File: src/rtl/cru_pkg.sv
package cru_pkg;

    localparam int unsigned CR_W      = 32;
    localparam int unsigned GPR_W     = 32;
    localparam int unsigned IMM_W     = 16;
    localparam int unsigned FIELD_W   = 3;
    localparam int unsigned BIT_W     = 5;
    localparam int unsigned MASK_W    = 8;
    localparam int unsigned XER_W     = 4;
    localparam int unsigned NIBBLE_W  = 4;
    localparam int unsigned S_DATA_W  = 120;
    localparam int unsigned M_DATA_W  = 72;

    // flag positions inside a 4-bit condition field
    localparam logic [NIBBLE_W-1:0] LT_FLAG = 4'h8;
    localparam logic [NIBBLE_W-1:0] GT_FLAG = 4'h4;
    localparam logic [NIBBLE_W-1:0] EQ_FLAG = 4'h2;
    localparam int unsigned         XER_SO_BIT = 3;

    typedef enum logic [3:0] {
        CMD_CMP   = 4'd0,
        CMD_CMPI  = 4'd1,
        CMD_CMPL  = 4'd2,
        CMD_CMPLI = 4'd3,
        CMD_AND   = 4'd4,
        CMD_ANDC  = 4'd5,
        CMD_EQV   = 4'd6,
        CMD_NAND  = 4'd7,
        CMD_NOR   = 4'd8,
        CMD_OR    = 4'd9,
        CMD_ORC   = 4'd10,
        CMD_XOR   = 4'd11,
        CMD_MCRF  = 4'd12,
        CMD_MCRXR = 4'd13,
        CMD_MFCR  = 4'd14,
        CMD_MTCRF = 4'd15
    } cmd_t;

    typedef struct packed {
        cmd_t               command;
        logic [GPR_W-1:0]   operand_a;
        logic [GPR_W-1:0]   operand_b;
        logic [IMM_W-1:0]   immediate;
        logic [FIELD_W-1:0] field_dest;
        logic [FIELD_W-1:0] field_src;
        logic [BIT_W-1:0]   bit_a;
        logic [BIT_W-1:0]   bit_b;
        logic [BIT_W-1:0]   bit_dest;
        logic [MASK_W-1:0]  field_mask;
        logic [XER_W-1:0]   xer_flags;
    } item_t;

    typedef struct packed {
        logic [CR_W-1:0]  cr_value;
        logic [GPR_W-1:0] gpr_value;
        logic             gpr_write;
        logic [XER_W-1:0] xer_flags_out;
    } result_t;

endpackage

File: src/rtl/condition_register_unit.sv
// Condition register unit: executes one PowerPC CR instruction per item against
// the internal 32-bit condition register (reset to zero) and returns one result
// per item carrying the updated CR, the mfcr GPR value with its write flag, and
// the XER flags after the instruction. It takes one item every cycle unless a
// result stall holds it; an item passes the input and then the result register.
// The CR is updated as an item leaves the input register, so the following item
// always sees the result of the one before it. Result stalls back-pressure the
// input only once both registers are full.
module condition_register_unit (
    input  logic                            aclk,
    input  logic                            aresetn,
    input  logic                            s_tvalid,
    output logic                            s_tready,
    // operand_a, operand_b, immediate, field_dest, field_src, bit_a, bit_b,
    // bit_dest, field_mask, xer_flags, zero pad
    input  logic [cru_pkg::S_DATA_W-1:0]    s_tdata,
    // command
    input  logic [3:0]                      s_tuser,
    output logic                            m_tvalid,
    input  logic                            m_tready,
    // cr_value, gpr_value, xer_flags_out, zero pad
    output logic [cru_pkg::M_DATA_W-1:0]    m_tdata,
    // gpr_write
    output logic                            m_tuser
);

    logic                        in_valid_reg;
    cru_pkg::item_t              in_item_reg;
    cru_pkg::item_t              in_item_next;
    logic                        out_valid_reg;
    cru_pkg::result_t            out_res_reg;
    cru_pkg::result_t            out_res_next;
    logic [cru_pkg::CR_W-1:0]    cr_reg;
    logic [cru_pkg::CR_W-1:0]    cr_next;
    logic                        advance;

    assign advance  = !out_valid_reg || m_tready;
    assign s_tready = !in_valid_reg || advance;

    always_comb begin
        in_item_next.command    = cru_pkg::cmd_t'(s_tuser);
        in_item_next.operand_a  = s_tdata[31:0];
        in_item_next.operand_b  = s_tdata[63:32];
        in_item_next.immediate  = s_tdata[79:64];
        in_item_next.field_dest = s_tdata[82:80];
        in_item_next.field_src  = s_tdata[85:83];
        in_item_next.bit_a      = s_tdata[90:86];
        in_item_next.bit_b      = s_tdata[95:91];
        in_item_next.bit_dest   = s_tdata[100:96];
        in_item_next.field_mask = s_tdata[108:101];
        in_item_next.xer_flags  = s_tdata[112:109];
    end

    cru_exec u_exec (
        .cr_in  (cr_reg),
        .item   (in_item_reg),
        .cr_out (cr_next),
        .res    (out_res_next)
    );

    always_ff @(posedge aclk) begin
        if (!aresetn) begin
            in_valid_reg  <= 1'b0;
            out_valid_reg <= 1'b0;
            cr_reg        <= '0;
        end else begin
            if (s_tready) begin
                in_valid_reg <= s_tvalid;
            end
            if (s_tvalid && s_tready) begin
                in_item_reg <= in_item_next;
            end
            if (advance) begin
                out_valid_reg <= in_valid_reg;
            end
            if (advance && in_valid_reg) begin
                out_res_reg <= out_res_next;
                cr_reg      <= cr_next;
            end
        end
    end

    assign m_tvalid = out_valid_reg;
    assign m_tuser  = out_res_reg.gpr_write;
    assign m_tdata  = {4'b0000, out_res_reg.xer_flags_out, out_res_reg.gpr_value,
                       out_res_reg.cr_value};

endmodule

File: src/rtl/cru_exec.sv
module cru_exec (
    input  logic [cru_pkg::CR_W-1:0] cr_in,
    input  cru_pkg::item_t           item,
    output logic [cru_pkg::CR_W-1:0] cr_out,
    output cru_pkg::result_t         res
);

    logic [cru_pkg::GPR_W-1:0]    cmp_b;
    logic                         cmp_lt;
    logic                         cmp_gt;
    logic                         cmp_signed;
    logic [cru_pkg::NIBBLE_W-1:0] cmp_field;
    logic [cru_pkg::NIBBLE_W-1:0] src_field;
    logic [cru_pkg::BIT_W-1:0]    dest_pos;
    logic [cru_pkg::FIELD_W+1:0]  dest_shift;
    logic [cru_pkg::FIELD_W+1:0]  src_shift;
    logic [cru_pkg::CR_W-1:0]     mtcrf_mask;
    logic                         ba;
    logic                         bb;
    logic                         bd;

    // CR bit n lives at cr[31-n], field f at cr[(7-f)*4 +: 4]
    assign ba         = cr_in[~item.bit_a];
    assign bb         = cr_in[~item.bit_b];
    assign dest_pos   = ~item.bit_dest;
    assign dest_shift = {~item.field_dest, 2'b00};
    assign src_shift  = {~item.field_src, 2'b00};
    assign src_field  = cr_in[src_shift +: cru_pkg::NIBBLE_W];

    always_comb begin
        case (item.command)
            cru_pkg::CMD_CMPI: begin
                cmp_b = {{(cru_pkg::GPR_W-cru_pkg::IMM_W){item.immediate[cru_pkg::IMM_W-1]}},
                         item.immediate};
            end
            cru_pkg::CMD_CMPLI: begin
                cmp_b = {{(cru_pkg::GPR_W-cru_pkg::IMM_W){1'b0}}, item.immediate};
            end
            default: begin
                cmp_b = item.operand_b;
            end
        endcase
    end

    assign cmp_signed = (item.command == cru_pkg::CMD_CMP) ||
                        (item.command == cru_pkg::CMD_CMPI);
    assign cmp_lt = cmp_signed ? ($signed(item.operand_a) < $signed(cmp_b))
                               : (item.operand_a < cmp_b);
    assign cmp_gt = cmp_signed ? ($signed(item.operand_a) > $signed(cmp_b))
                               : (item.operand_a > cmp_b);

    always_comb begin
        if (cmp_lt) begin
            cmp_field = cru_pkg::LT_FLAG;
        end else if (cmp_gt) begin
            cmp_field = cru_pkg::GT_FLAG;
        end else begin
            cmp_field = cru_pkg::EQ_FLAG;
        end
        cmp_field[0] = item.xer_flags[cru_pkg::XER_SO_BIT];
    end

    always_comb begin
        for (int i = 0; i < cru_pkg::MASK_W; i++) begin
            mtcrf_mask[i*cru_pkg::NIBBLE_W +: cru_pkg::NIBBLE_W] =
                {cru_pkg::NIBBLE_W{item.field_mask[i]}};
        end
    end

    always_comb begin
        case (item.command)
            cru_pkg::CMD_AND:  bd = ba & bb;
            cru_pkg::CMD_ANDC: bd = ba & ~bb;
            cru_pkg::CMD_EQV:  bd = ~(ba ^ bb);
            cru_pkg::CMD_NAND: bd = ~(ba & bb);
            cru_pkg::CMD_NOR:  bd = ~(ba | bb);
            cru_pkg::CMD_OR:   bd = ba | bb;
            cru_pkg::CMD_ORC:  bd = ba | ~bb;
            default:           bd = ba ^ bb;
        endcase
    end

    always_comb begin
        cr_out            = cr_in;
        res.gpr_value     = '0;
        res.gpr_write     = 1'b0;
        res.xer_flags_out = item.xer_flags;
        case (item.command)
            cru_pkg::CMD_CMP, cru_pkg::CMD_CMPI, cru_pkg::CMD_CMPL, cru_pkg::CMD_CMPLI: begin
                cr_out[dest_shift +: cru_pkg::NIBBLE_W] = cmp_field;
            end
            cru_pkg::CMD_MCRF: begin
                cr_out[dest_shift +: cru_pkg::NIBBLE_W] = src_field;
            end
            cru_pkg::CMD_MCRXR: begin
                cr_out[dest_shift +: cru_pkg::NIBBLE_W] = item.xer_flags;
                res.xer_flags_out = '0;
            end
            cru_pkg::CMD_MFCR: begin
                res.gpr_value = cr_in;
                res.gpr_write = 1'b1;
            end
            cru_pkg::CMD_MTCRF: begin
                cr_out = (item.operand_a & mtcrf_mask) | (cr_in & ~mtcrf_mask);
            end
            default: begin
                cr_out[dest_pos] = bd;
            end
        endcase
        res.cr_value = cr_out;
    end

endmodule

File: config.mk
export PLATFORM = sky130hd
export DESIGN_NAME = condition_register_unit
export DESIGN_NICKNAME = d
export VERILOG_FILES = /design/src/rtl/cru_pkg.sv /design/src/rtl/condition_register_unit.sv /design/src/rtl/cru_exec.sv
export SDC_FILE = /design/constraint.sdc
export NUM_CORES = 1
export LEC_CHECK = 0
export ABC_AREA = 1
export BUFFER_PORTS_ARGS = -buffer_cell sky130_fd_sc_hd__buf_4
export CELL_PAD_IN_SITES_DETAIL_PLACEMENT = 0
export CELL_PAD_IN_SITES_GLOBAL_PLACEMENT = 1
export CORE_UTILIZATION = 39
export DETAILED_ROUTE_END_ITERATION = 7
export GPL_ROUTABILITY_DRIVEN = 0
export PLACE_DENSITY = 0.88
export RECOVER_POWER = 25
export SYNTH_ARGS = -nofsm -noshare
export SYNTH_HDL_FRONTEND = slang
export SYNTH_SLANG_ARGS = --single-unit
File: constraint.sdc
create_clock -name aclk -period 3.9 [get_ports aclk]
set_clock_uncertainty 0.15 [all_clocks]
set_input_delay 0.195 -clock aclk [delete_from_list [all_inputs] [get_ports aclk]]
set_output_delay 0.195 -clock aclk [all_outputs]
set_load 0.05 [all_outputs]
* Word level (Yosys, flattened, before mapping) *
Cells that the tools add are included.

storage, ports and cells
  register bits = 220
  output and inout port bits = 75
  logic and storage cells = 94

operators by class
  add/subtract/negate cells = 1
  order comparisons = 8
  equality and inequality tests = 14
  shifts and indexed selects = 5
  mux-type cells = 18
  bitwise operators = 18
  reductions and logical operators = 12

operators with widths
  kind                                                                                 count
  32-bit one-hot mux with 5 select lines                                               1
  32-bit bitwise mux                                                                   4
  4-bit by 7-bit indexed part select with 32-bit output                                3
  32-bit bitwise AND                                                                   2
  32-bit greater-than comparator                                                       2
  32-bit < comparator                                                                  2
  32-bit one-hot mux with 2 select lines                                               1
  32-bit NOT                                                                           1
  32-bit bitwise OR                                                                    1
  4-bit by 7-bit variable shift with 32-bit output, first input constant               1
  32-bit by 6-bit indexed part select with 4-bit output                                1
  4-bit equality test, second input constant                                           7
  5-bit by 6-bit < comparator with 1-bit output, second input constant                 3
  4-bit by 3-bit equality test with 1-bit output, second input constant                4
  5-bit NOT                                                                            3
  1-bit binary-select mux with 5-bit select                                            2
  4-bit by 2-bit equality test with 1-bit output, second input constant                2
  5-bit negation with 7-bit output                                                     1
  1-bit one-hot mux with 7 select lines                                                1
  1-bit two-way mux                                                                    6
  3-bit NOT                                                                            2
  1-bit demux with 5-bit select                                                        1
  5-bit by 1-bit greater-or-equal comparator with 1-bit output, second input constant  1
  4-bit by 1-bit equality test with 1-bit output, second input constant                1
  other kinds (12)                                                                     23

* Logic depth before layout (Yosys ltp) *
Gate-level depths: netlist (run 1).

  word-level depth = 9
  mapped depth = 29

* Cells and area by module *
From an unflattened synthesis (run 1), not the netlist that was laid out.

second synthesis, totals
  cells, all modules = 1473
  area total of the unflattened synthesis = 12731.0 um^2

by module, submodules not included
  module                   instances  cells each  area each (um^2)  seq. area each (um^2)
  condition_register_unit  1          414         7145.6            6266.0
  cru_exec                 1          1059        5585.4            0.0

* Worst setup path before layout (run 1) *
No wires, ideal clock.

  kind = register -> register
  start point = reg out_valid_reg (netlist: m_tvalid)
  end point = reg out_res_reg, in the netlist m_tdata[0] (enable)
  library setup time = 0.497 ns
  data arrival time = 3.970 ns
  required time = 3.253 ns
  setup slack = -0.717 ns
  stages on the path, launching flop included = 6
  buffers on the path = 2
  period minus slack after synthesis = 4.617 ns
  cells stage by stage = dfxtp_1 nand2_1 nand2_1 buf_2 clkbuf_1 nor2_1

between the ends
  cells in the longest elaborated chain, start to end = 4

RTL lines
  element                               RTL line                       source
  from (decl)                           condition_register_unit.sv:30  logic out_valid_reg;
  from (signal assigned)                condition_register_unit.sv:74  out_valid_reg <= in_valid_reg;
  1-bit logical NOT                     condition_register_unit.sv:37  assign advance = !out_valid_reg || m_tready;
  1-bit logical OR                      condition_register_unit.sv:37
  1-bit logical AND                     condition_register_unit.sv:76  if (advance && in_valid_reg) begin
  2-bit AND reduction (no source line)  n/a
  to (signal assigned)                  condition_register_unit.sv:77  out_res_reg <= out_res_next;
  to (decl)                             condition_register_unit.sv:31  cru_pkg::result_t out_res_reg;

No other way between the ends.
A chain may end at the register's enable or synchronous reset.

* Final worst setup path (run 1) *
  start point = reg in_item_reg[115] (netlist bit)
  end point = reg out_res_reg, in the netlist m_tdata[14], data pin

between the ends
  cells in the longest elaborated chain, start to end = 9

RTL lines
  element                                                                                                           RTL line                                        source
  from (decl)                                                                                                       condition_register_unit.sv:28                   cru_pkg::item_t in_item_reg;
  from (signal assigned)                                                                                            condition_register_unit.sv:71                   in_item_reg <= in_item_next;
  4-bit by 2-bit equality test with 1-bit output or 4-bit by 1-bit equality test with 1-bit output (tied branches)  cru_exec.sv:31, cru_exec.sv:88, cru_exec.sv:46
  32-bit one-hot mux with 2 select lines                                                                            cru_exec.sv:31                                  case (item.command)
  32-bit greater-than comparator, on equally long branches                                                          cru_exec.sv:50, cru_exec.sv:49
  1-bit two-way mux                                                                                                 cru_exec.sv:49                                  assign cmp_gt = cmp_signed ? ($signed(item.operand_a) > $signed(cmp_b))
  3-bit two-way mux                                                                                                 cru_exec.sv:55                                  end else if (cmp_gt) begin
  4-bit two-way mux                                                                                                 cru_exec.sv:53                                  if (cmp_lt) begin
  4-bit by 7-bit indexed part select with 32-bit output                                                             cru_exec.sv:90                                  cr_out[dest_shift +: cru_pkg::NIBBLE_W] = cmp_field;
  32-bit bitwise mux                                                                                                cru_exec.sv:90
  32-bit one-hot mux with 5 select lines *                                                                          cru_exec.sv:88                                  case (item.command)
  net cr_next (one bit)                                                                                             condition_register_unit.sv:34                   logic [cru_pkg::CR_W-1:0] cr_next;

Mark *: on every way through the listed nets, which the timed path passes. The rest lies on a longest branch.

==> impl_metrics.csv, run 1 <==
group,metric,value,unit
run_status,outcome,"completed",
synth,ys_seq_area_frac,0.507,
layout,synthToLayoutAreaGrowth,32.0,%
layout,mostFrequentLayoutCells,"nand2_1, edfxtp_1, a21oi_1",
routing,routedWlPerCell,18.7,um
placed_design,dpl.hpwl,27.7,mm
synth,ys_types,48,
setup_path,crit_arrival,3.73,ns
setup_path,crit_family,"simple AND/OR/NAND/NOR gates",
setup_path,cp_slowest_stage_delay,0.39,ns
global_route,grt_pass1_vias,10900,
setup_path,crit_buf_inv,3,
clocking,clk_pin_slew,0.06,ns
routing,first_iter_violations,1051,
timing,period_minus_slack,3.60,ns
power,ir_drop,291,uV
layout,largest_reg_flops,117,
die,dieWidth,180,um
clocking,cts_tree,"yes",
timing,fmax,277,MHz
synth,syn_area,12400,um2
routing,via_count,11400,
synth,async_flop_share,0,
setup_path,critPathCaptureType,"flop",
die,dieArea,32400,um2
clocking,cts-root-buf,"clkbuf_16",
routing,drc,0,
routing,first_pass_iters,7,
worst_hold_path,hold_path_class,"input pin to flop",
timing,fin_crit_sh,0.924,
timing,max-slew-margin-rel,0.440,
setup_path,crit_path_cell_trace,"inv_1 > ha_1 > nand2_1 > buf_4 > mux2i_1 > ha_1 > nand2_1 > inv_1 > o21ai_0 > nand2_1 > nor2_1 > nand2_1 > nand2_1 > nand2_1 > nand2_1 > nand2_4 > nand2_4 > nand2_1 > nand2_1 > nand2_1 > nand2_1 > nand2_1",
layout,final_common_cell,"nand2_1",
power,p_leak,6.90,nW
setup_path,worst_setup_path_start_kind,"flop",
global_route,antenna_found_initial,1,
worst_hold_path,worstHoldStart,"s_tdata[53]",
routing,viasPerCell,5.30,
synth,syn_area_per_cell,8.81,um2
worst_hold_path,hold_depth,2,
clocking,htree_num_levels,1,
routing,ant_nets,0,
setup_path,crit_cells,22,
synth,ys.flop_type,"edfxtp_1",
routing,met1Wirelength,17.1,mm
job,maxCapViolCount,0,
power,power_per_cell_area,382,nW/um2
layout,n_antenna_cell,0,
die,die_y,180,um
routing,wl_met2,18.3,mm
setup_path,cp_common_cell,"nand2_1",
timing,hold_viol_final,0,
clocking,cts.sinks,220,
setup_path,critical_path_class,"flop to flop",
setup_path,setup.worst_path.start,"in_item_reg[115]",
setup_path,r2r_start,"in_item_reg[115]",
clocking,cts-buffers-inserted,26,
routing,wl,40.0,mm
synth,synth.largest_area_cell,"edfxtp_1",
timing,maxSlewViolCount,0,
synth,synth_top_area_frac,0.452,
layout,nets,1899,
synth,ys_ff_latch,220,
routing,dr_wl_met3,3.61,mm
die,io_pins,203,
synth,ys_top_cells_by_area,"edfxtp_1, nand2_1, a21oi_1, dfxtp_1, o21ai_0",
timing,tns,0,ns
setup_path,slowest_stage,"edfxtp_1",
die,start_util,0.400,
global_route,grt_usage,0.244,
timing,setup_viol,0,
synth,synth_edf_count,186,
die,rows,64,
clocking,clock_path_buffers,3,
placed_design,port_buffers,191,
global_route,grt_pass1_wl,61.6,mm
setup_path,r2r_cells,22,
synth,yosys_warnings,0,
global_route,grt_overflow,0,
setup_path,crit_required,4.03,ns
synth,syn_inst,1403,
layout,drive_above_1_share,0.188,
setup_path,critPathMaxFanout,16,
routing,dr.max_layer_used,"met5",
timing,rsz0062_at_grt,"no",
layout,final_cells,2143,
die,core,30900,um2
placed_design,dp_cells,1973,
clocking,clk-insertion-delay-late,0.54,ns
timing,worstMarginPinSlew,0.838,ns
global_route,grt_max_degree,59,
-- worst paths after layout --
kind	end	slack [ns]
worst max-delay path	m_tdata[14]	0.30
worst min-delay path	in_item_reg[70]	0.23
worst max register to register	m_tdata[14]	0.30
worst min register to register	m_tvalid	0.36
-- per-stage QoR --
step | power [mW] | setup slack, ns | area [um2] | hold slack (ns) | util
4_1_cts | 6.26 | 0.350 | 16300 | 0.207 | 0.528
5_1_grt | 6.47 | 0.00117 | 16300 | 0.229 | 0.528
3_3_place_gp | 3.70 | 0.472 | 14200 | 0.224 | 0.461
6_report | 6.24 | 0.295 | 16300 | 0.234 | 0.528
3_5_place_dp | 3.72 | 0.383 | 14200 | 0.224 | 0.461
2_1_floorplan | 3.36 | 0.119 | 12400 | 0.144 | -
-- report_power, final --
group,internal (mW),switching [mW]
logic,0.395,0.635
clock network,1.46,0.995
registers,2.67,0.0875
-- timing repair --
action / 4_1_cts / 5_1_grt
hold buffers: 122 / 0
resized for setup: 0 / 1
buffers inserted: 0 / 1
hold endpoints to repair: 125 / 0
setup endpoints to repair: 0 / 2
-- worst reg2reg max path: cells and delay by family, from the launching register on --
family,cells,cell delay (ns)
adders and majority gates,2,0.51
AOI/OAI and AO/OA,1,0.13
DFF,1,0.39
buffers and inverters,3,0.42
and+or+nand+nor,15,1.48
muxes,1,0.30
-- kinds of logic (layout without fill, tap and decap cells) --
kind of cell,count (synthesis),in the layout,share of synthesized area
multiplexers,15,15,0.0121
flip-flops,220,220,0.507
AO/OA/AOI/OAI,396,396,0.173
other,1,4,0.000303
buffers and inverters,211,552,0.0778
adder cells (fa/ha/maj),43,43,0.0435
AND/OR/NAND/NOR,517,517,0.186
-- per-layer routing --
layer / vias to the layer above / global-route usage
met5: - / 0
met4: 2 / 0.0738
met3: 70 / 0.0408
met2: 581 / 0.397
met1: 5195 / 0.334
li1: 5507 / -
-- layout make-up --
type | instances | area, um2
fill | 2765 | 14600
sequential | 220 | 6270
multi-input combinational | 975 | 5150
timing repair buffer | 346 | 2940
clock buffer | 30 | 687
inverter | 159 | 613
tap | 396 | 495
clock inverter | 17 | 171
-- Yosys cell counts, types with 2 or more instances --
master,instances
nand4_1,8
a21oi_1,157
clkbuf_8,5
a21o_1,2
nand2_1,266
o21ai_0,118
o211ai_1,3
inv_2,15
a211oi_1,23
ha_1,43
o21a_1,15
nor2_1,129
nor3_1,18
nor2_2,2
nand2_4,3
o22ai_1,16
nand3b_1,3
nor3_2,14
inv_1,135
clkbuf_1,22
nand2_2,7
buf_6,7
nand3_2,2
mux2i_1,15
nand3_1,52
o21ai_1,56
buf_2,9
inv_4,3
edfxtp_1,186
clkinv_1,5
nor2_4,8
dfxtp_1,34
buf_4,7
No activity file was read; power rests on OpenSTA's default activity.
==> run 2, diff against run 1 <==
- CORE_UTILIZATION: 39 -> 40
- CTS_BUF_LIST: unset -> sky130_fd_sc_hd__clkbuf_4
- PLACE_DENSITY: 0.88 -> 0.9
==> impl_metrics.csv, run 2 (synthesis results as in run 1) <==
group,metric,value,unit
clocking,clock_path_buffers,3,
timing,rsz0062_at_grt,"no",
routing,ant_nets,0,
die,dieWidth,178,um
power,p_total,5.80,mW
routing,wl,40.4,mm
layout,mostFrequentLayoutCells,"nand2_1, clkbuf_4, edfxtp_1",
placed_design,post-place-ws,0.266,ns
setup_path,critical_path_class,"flop to flop",
global_route,antenna_found_initial,1,
layout,final_util,0.530,
setup_path,critPathMaxFanout,13,
die,die_y,178,um
clocking,clk-insertion-delay-late,0.69,ns
placed_design,dpl.hpwl,27.5,mm
worst_hold_path,hold_path_class,"input pin to flop",
timing,hold_viol_final,0,
routing,viasPerCell,5.26,
routing,drc,0,
timing,tns,0,ns
setup_path,crit_required,4.14,ns
job,maxCapViolCount,0,
global_route,grt_usage,0.258,
placed_design,port_buffers,191,
clocking,htree_num_levels,2,
clocking,cts-buffers-inserted,57,
timing,hold_slack,0.0886,ns
timing,fin_crit_sh,0.908,
die,rows,64,
clocking,clk_pin_slew,0.07,ns
global_route,grt_pass1_wl,61.5,mm
layout,num-fill-cells,2776,
layout,nets,1927,
run_status,outcome,"completed",
clocking,cts-root-buf,"clkbuf_4",
clocking,cts_tree,"yes",
power,power_per_cell_area,359,nW/um2
power,p_leak,6.90,nW
die,core,30500,um2
die,io_pins,203,
setup_path,critPathCaptureType,"flop",
timing,maxSlewViolCount,0,
layout,final_common_cell,"nand2_1",
setup_path,crit_arrival,3.78,ns
routing,via_count,11500,
setup_path,worst_setup_path_start_kind,"flop",
global_route,grt_pass1_vias,11100,
layout,drive_above_1_share,0.206,
routing,first_iter_violations,944,
routing,first_pass_iters,6,
die,start_util,0.405,
timing,period_minus_slack,3.54,ns
clocking,cts.sinks,220,
global_route,grt_max_degree,98,
timing,worst_slack,0.359,ns
timing,setup_viol,0,
layout,largest_reg_flops,117,
timing,max-slew-margin-rel,0.508,
timing,worstMarginPinSlew,0.737,ns
timing,fmax,282,MHz
routing,routedWlPerCell,18.4,um
layout,synthToLayoutAreaGrowth,30.8,%
die,dieArea,31600,um2
power,ir_drop,257,uV
clocking,post_cts_buffers,0,
global_route,grt_overflow,0,
[run 2: layout make-up]
| type | count | area [um2] | area share |
|---|---|---|---|
| antenna | 2 | 5.00 | 0.000309 |
| clock buffer | 79 | 593 | 0.0367 |
| clock inverter | 18 | 128 | 0.00789 |
| inverter | 159 | 609 | 0.0377 |
| multi-input combinational | 975 | 5160 | 0.319 |
| sequential | 220 | 6270 | 0.387 |
| tap | 396 | 495 | 0.0306 |
| timing repair buffer | 343 | 2910 | 0.180 |
[run 2: final timing paths]
check / startpoint / to / slack (ns) / depth (start not counted)
max: in_item_reg[23] / m_tdata[0] / 0.36 / 19
min: s_tdata[110] / in_item_reg[1] / 0.09 / 2
max reg2reg: in_item_reg[23] / m_tdata[0] / 0.36 / 19
min reg2reg: cr_reg[23] / m_tdata[23] / 0.44 / 2
[run 2: layer usage]
metal  global-route usage  up-vias  part of all wire  wire (um)
met5                    0        -                 0          0
met2                0.413      616              0.46      18700
met3               0.0557       99             0.096       3880
met4               0.0954        0             0.030       1190
li1                     -     5583                 -          -
met1                0.341     5235              0.41      16600
[run 2: power breakdown]
| part | switching (mW) | internal [mW] | leakage [nW] |
|---|---|---|---|
| registers | 0.0877 | 2.67 | 1.99 |
| logic | 0.637 | 0.394 | 4.48 |
| clock network | 0.948 | 1.06 | 0.422 |
[run 2: what timing repair did]
action,CTS,global route
resized for setup,0,2
hold buffers,123,0
setup endpoints to repair,0,23
hold endpoints to repair,125,0
[run 2: worst max-delay path: stages (launching register included)]
cell and delay, ns:
edfxtp_1 0.52, clkinv_1 0.31, o21ai_0 0.16, a21oi_1 0.07, o21ai_0 0.15, nand3_1 0.09
nand2_1 0.07, inv_1 0.03, o21ai_0 0.15, buf_4 0.17, inv_1 0.06, ha_1 0.31
o22ai_1 0.08, o21ai_0 0.22, nand2_2 0.14, inv_2 0.12, buf_12 0.14, a21oi_1 0.06
o21ai_1 0.13, nand2_1 0.13
[run 2: through the flow]
stage	std cells	area, um2
6_report	2192	16200
5_1_grt	2192	16200
4_1_cts	2190	16200
3_5_place_dp	1970	14200
3_3_place_gp	1970	14200
2_1_floorplan	1406	12400
==> run 3, diff against run 2 <==
- CORE_UTILIZATION: 40 -> 39
- CTS_BUF_LIST: sky130_fd_sc_hd__clkbuf_4 -> sky130_fd_sc_hd__clkbuf_16
- PLACE_DENSITY: 0.9 -> 0.88
==> impl_metrics.csv, run 3 (synthesis results as in run 1) <==
group,metric,value,unit
run_status,outcome,"completed",
layout,synthToLayoutAreaGrowth,32.0,%
placed_design,placed_cell_area,14200,um2
setup_path,crit_required,4.03,ns
setup_path,crit_arrival,3.72,ns
global_route,grt_max_degree,59,
power,p_leak,6.91,nW
clocking,cts.sinks,220,
timing,fmax,278,MHz
global_route,antenna_found_initial,1,
setup_path,worst_setup_path_start_kind,"flop",
timing,worstMarginPinSlew,0.836,ns
die,dieArea,32400,um2
placed_design,dpl.hpwl,27.7,mm
setup_path,setup.worst_path.start,"in_item_reg[115]",
layout,n_antenna_cell,0,
setup_path,critPathCaptureType,"flop",
routing,drc,0,
setup_path,crit_buf_inv,3,
setup_path,crit_path_cell_trace,"inv_1 > ha_1 > nand2_1 > buf_4 > mux2i_1 > ha_1 > nand2_1 > inv_1 > o21ai_0 > nand2_1 > nor2_1 > nand2_1 > nand2_1 > nand2_1 > nand2_1 > nand2_4 > nand2_4 > nand2_1 > nand2_1 > nand2_1 > nand2_1 > nand2_1",
clocking,htree_num_levels,1,
routing,via_count,11300,
global_route,grt_overflow,0,
worst_hold_path,hold_path_class,"input pin to flop",
clocking,clk-insertion-delay-late,0.55,ns
layout,drive_above_1_share,0.188,
setup_path,critical_path_class,"flop to flop",
setup_path,reg2reg_slack,0.30,ns
power,ir_drop,292,uV
worst_hold_path,worstHoldStart,"s_tdata[53]",
placed_design,port_buffers,191,
routing,viasPerCell,5.28,
routing,wl,40.0,mm
layout,final_util,0.528,
die,start_util,0.400,
setup_path,crit_family,"simple AND/OR/NAND/NOR gates",
setup_path,critPathMaxFanout,16,
routing,ant_nets,0,
timing,hold_viol_final,0,
layout,largest_reg_flops,117,
clocking,clock_path_buffers,3,
clocking,cts-root-buf,"clkbuf_16",
die,rows,64,
clocking,cts_tree,"yes",
die,io_pins,203,
timing,fin_crit_sh,0.922,
layout,final_common_cell,"nand2_1",
global_route,grt_usage,0.245,
setup_path,slowest_stage,"edfxtp_1",
timing,maxSlewViolCount,0,
timing,max-slew-margin-rel,0.441,
die,dieWidth,180,um
setup_path,r2r_start,"in_item_reg[115]",
timing,period_minus_slack,3.60,ns
layout,num-fill-cells,2765,
clocking,clk_pin_slew,0.06,ns
die,core,30900,um2
clocking,cts-buffers-inserted,26,
timing,tns,0,ns
timing,setup_viol,0,
layout,regArea,6270,um2
global_route,grt_pass1_wl,61.6,mm
setup_path,cp_common_cell,"nand2_1",
die,die_y,180,um
layout,nets,1899,
power,power_per_cell_area,382,nW/um2
timing,rsz0062_at_grt,"no",
layout,final_cell_area,16300,um2
layout,multi_input_area,5150,um2
setup_path,cp_slowest_stage_delay,0.39,ns
routing,first_pass_iters,7,
routing,routedWlPerCell,18.7,um
global_route,grt_pass1_vias,10900,
routing,first_iter_violations,976,
job,maxCapViolCount,0,
layout,mostFrequentLayoutCells,"nand2_1, edfxtp_1, a21oi_1",
-- run 3: cell types whose count changed in the layout (fill, tap and decap cells not counted), sizes merged, moves of 2 or more --
cell	delta
clkbuf	-53
buf	+5
clkinv	-4
inv	+3
clkinvlp	+2
diode	-2
-- run 3: report_power, final --
group	switching, mW	internal, mW	leakage, nW
logic	0.635	0.395	4.49
clock network	0.997	1.45	0.430
registers	0.0878	2.67	1.99
-- run 3: cell type report --
type / count / area share
repair buffers: 346 / 0.180
multi-input cells: 975 / 0.316
well taps: 396 / 0.0304
clock buffers: 27 / 0.0414
clock inverters: 20 / 0.0112
inverters: 159 / 0.0376
flip-flops and latches: 220 / 0.384
-- run 3: metrics by stage --
stage	worst slack [ns]	hold WS, ns	cells	total power [mW]
floorplan	0.119	0.144	1406	3.36
global placement	0.472	0.224	1973	3.70
detailed placement	0.383	0.224	1973	3.72
CTS	0.350	0.207	2142	6.25
global route	0.00117	0.229	2143	6.46
finish	0.303	0.233	2143	6.24
-- run 3: timing repair --
item,CTS,global route
setup buffers,0,1
resized for setup,0,1
endpoints found under the hold margin,125,0
setup endpoints to repair,0,2
hold buffers,122,0
-- run 3: worst paths after layout --
path,depth (start not counted),to
worst max register to register,22,m_tdata[14]
worst min register to register,2,m_tvalid
worst min-delay path,2,in_item_reg[70]
worst max-delay path,22,m_tdata[14]
-- run 3: routing by layer --
layer	track usage	vias up	part of all wire
met4	0.0738	2	0.026
li1	-	5516	-
met2	0.397	538	0.46
met3	0.0408	75	0.083
met5	0	-	0.00033
met1	0.335	5188	0.43
-- run 3: worst register-to-register path, stage by stage, from the launching register on --
cell,delay [ns]
edfxtp_1,0.39
inv_1,0.10
ha_1,0.22
nand2_1,0.08
buf_4,0.28
mux2i_1,0.30
ha_1,0.29
nand2_1,0.07
inv_1,0.03
o21ai_0,0.13
nand2_1,0.08
nor2_1,0.10
nand2_1,0.11
nand2_1,0.10
nand2_1,0.05
nand2_1,0.09
nand2_4,0.14
nand2_4,0.20
nand2_1,0.07
nand2_1,0.06
nand2_1,0.10
nand2_1,0.12
nand2_1,0.08
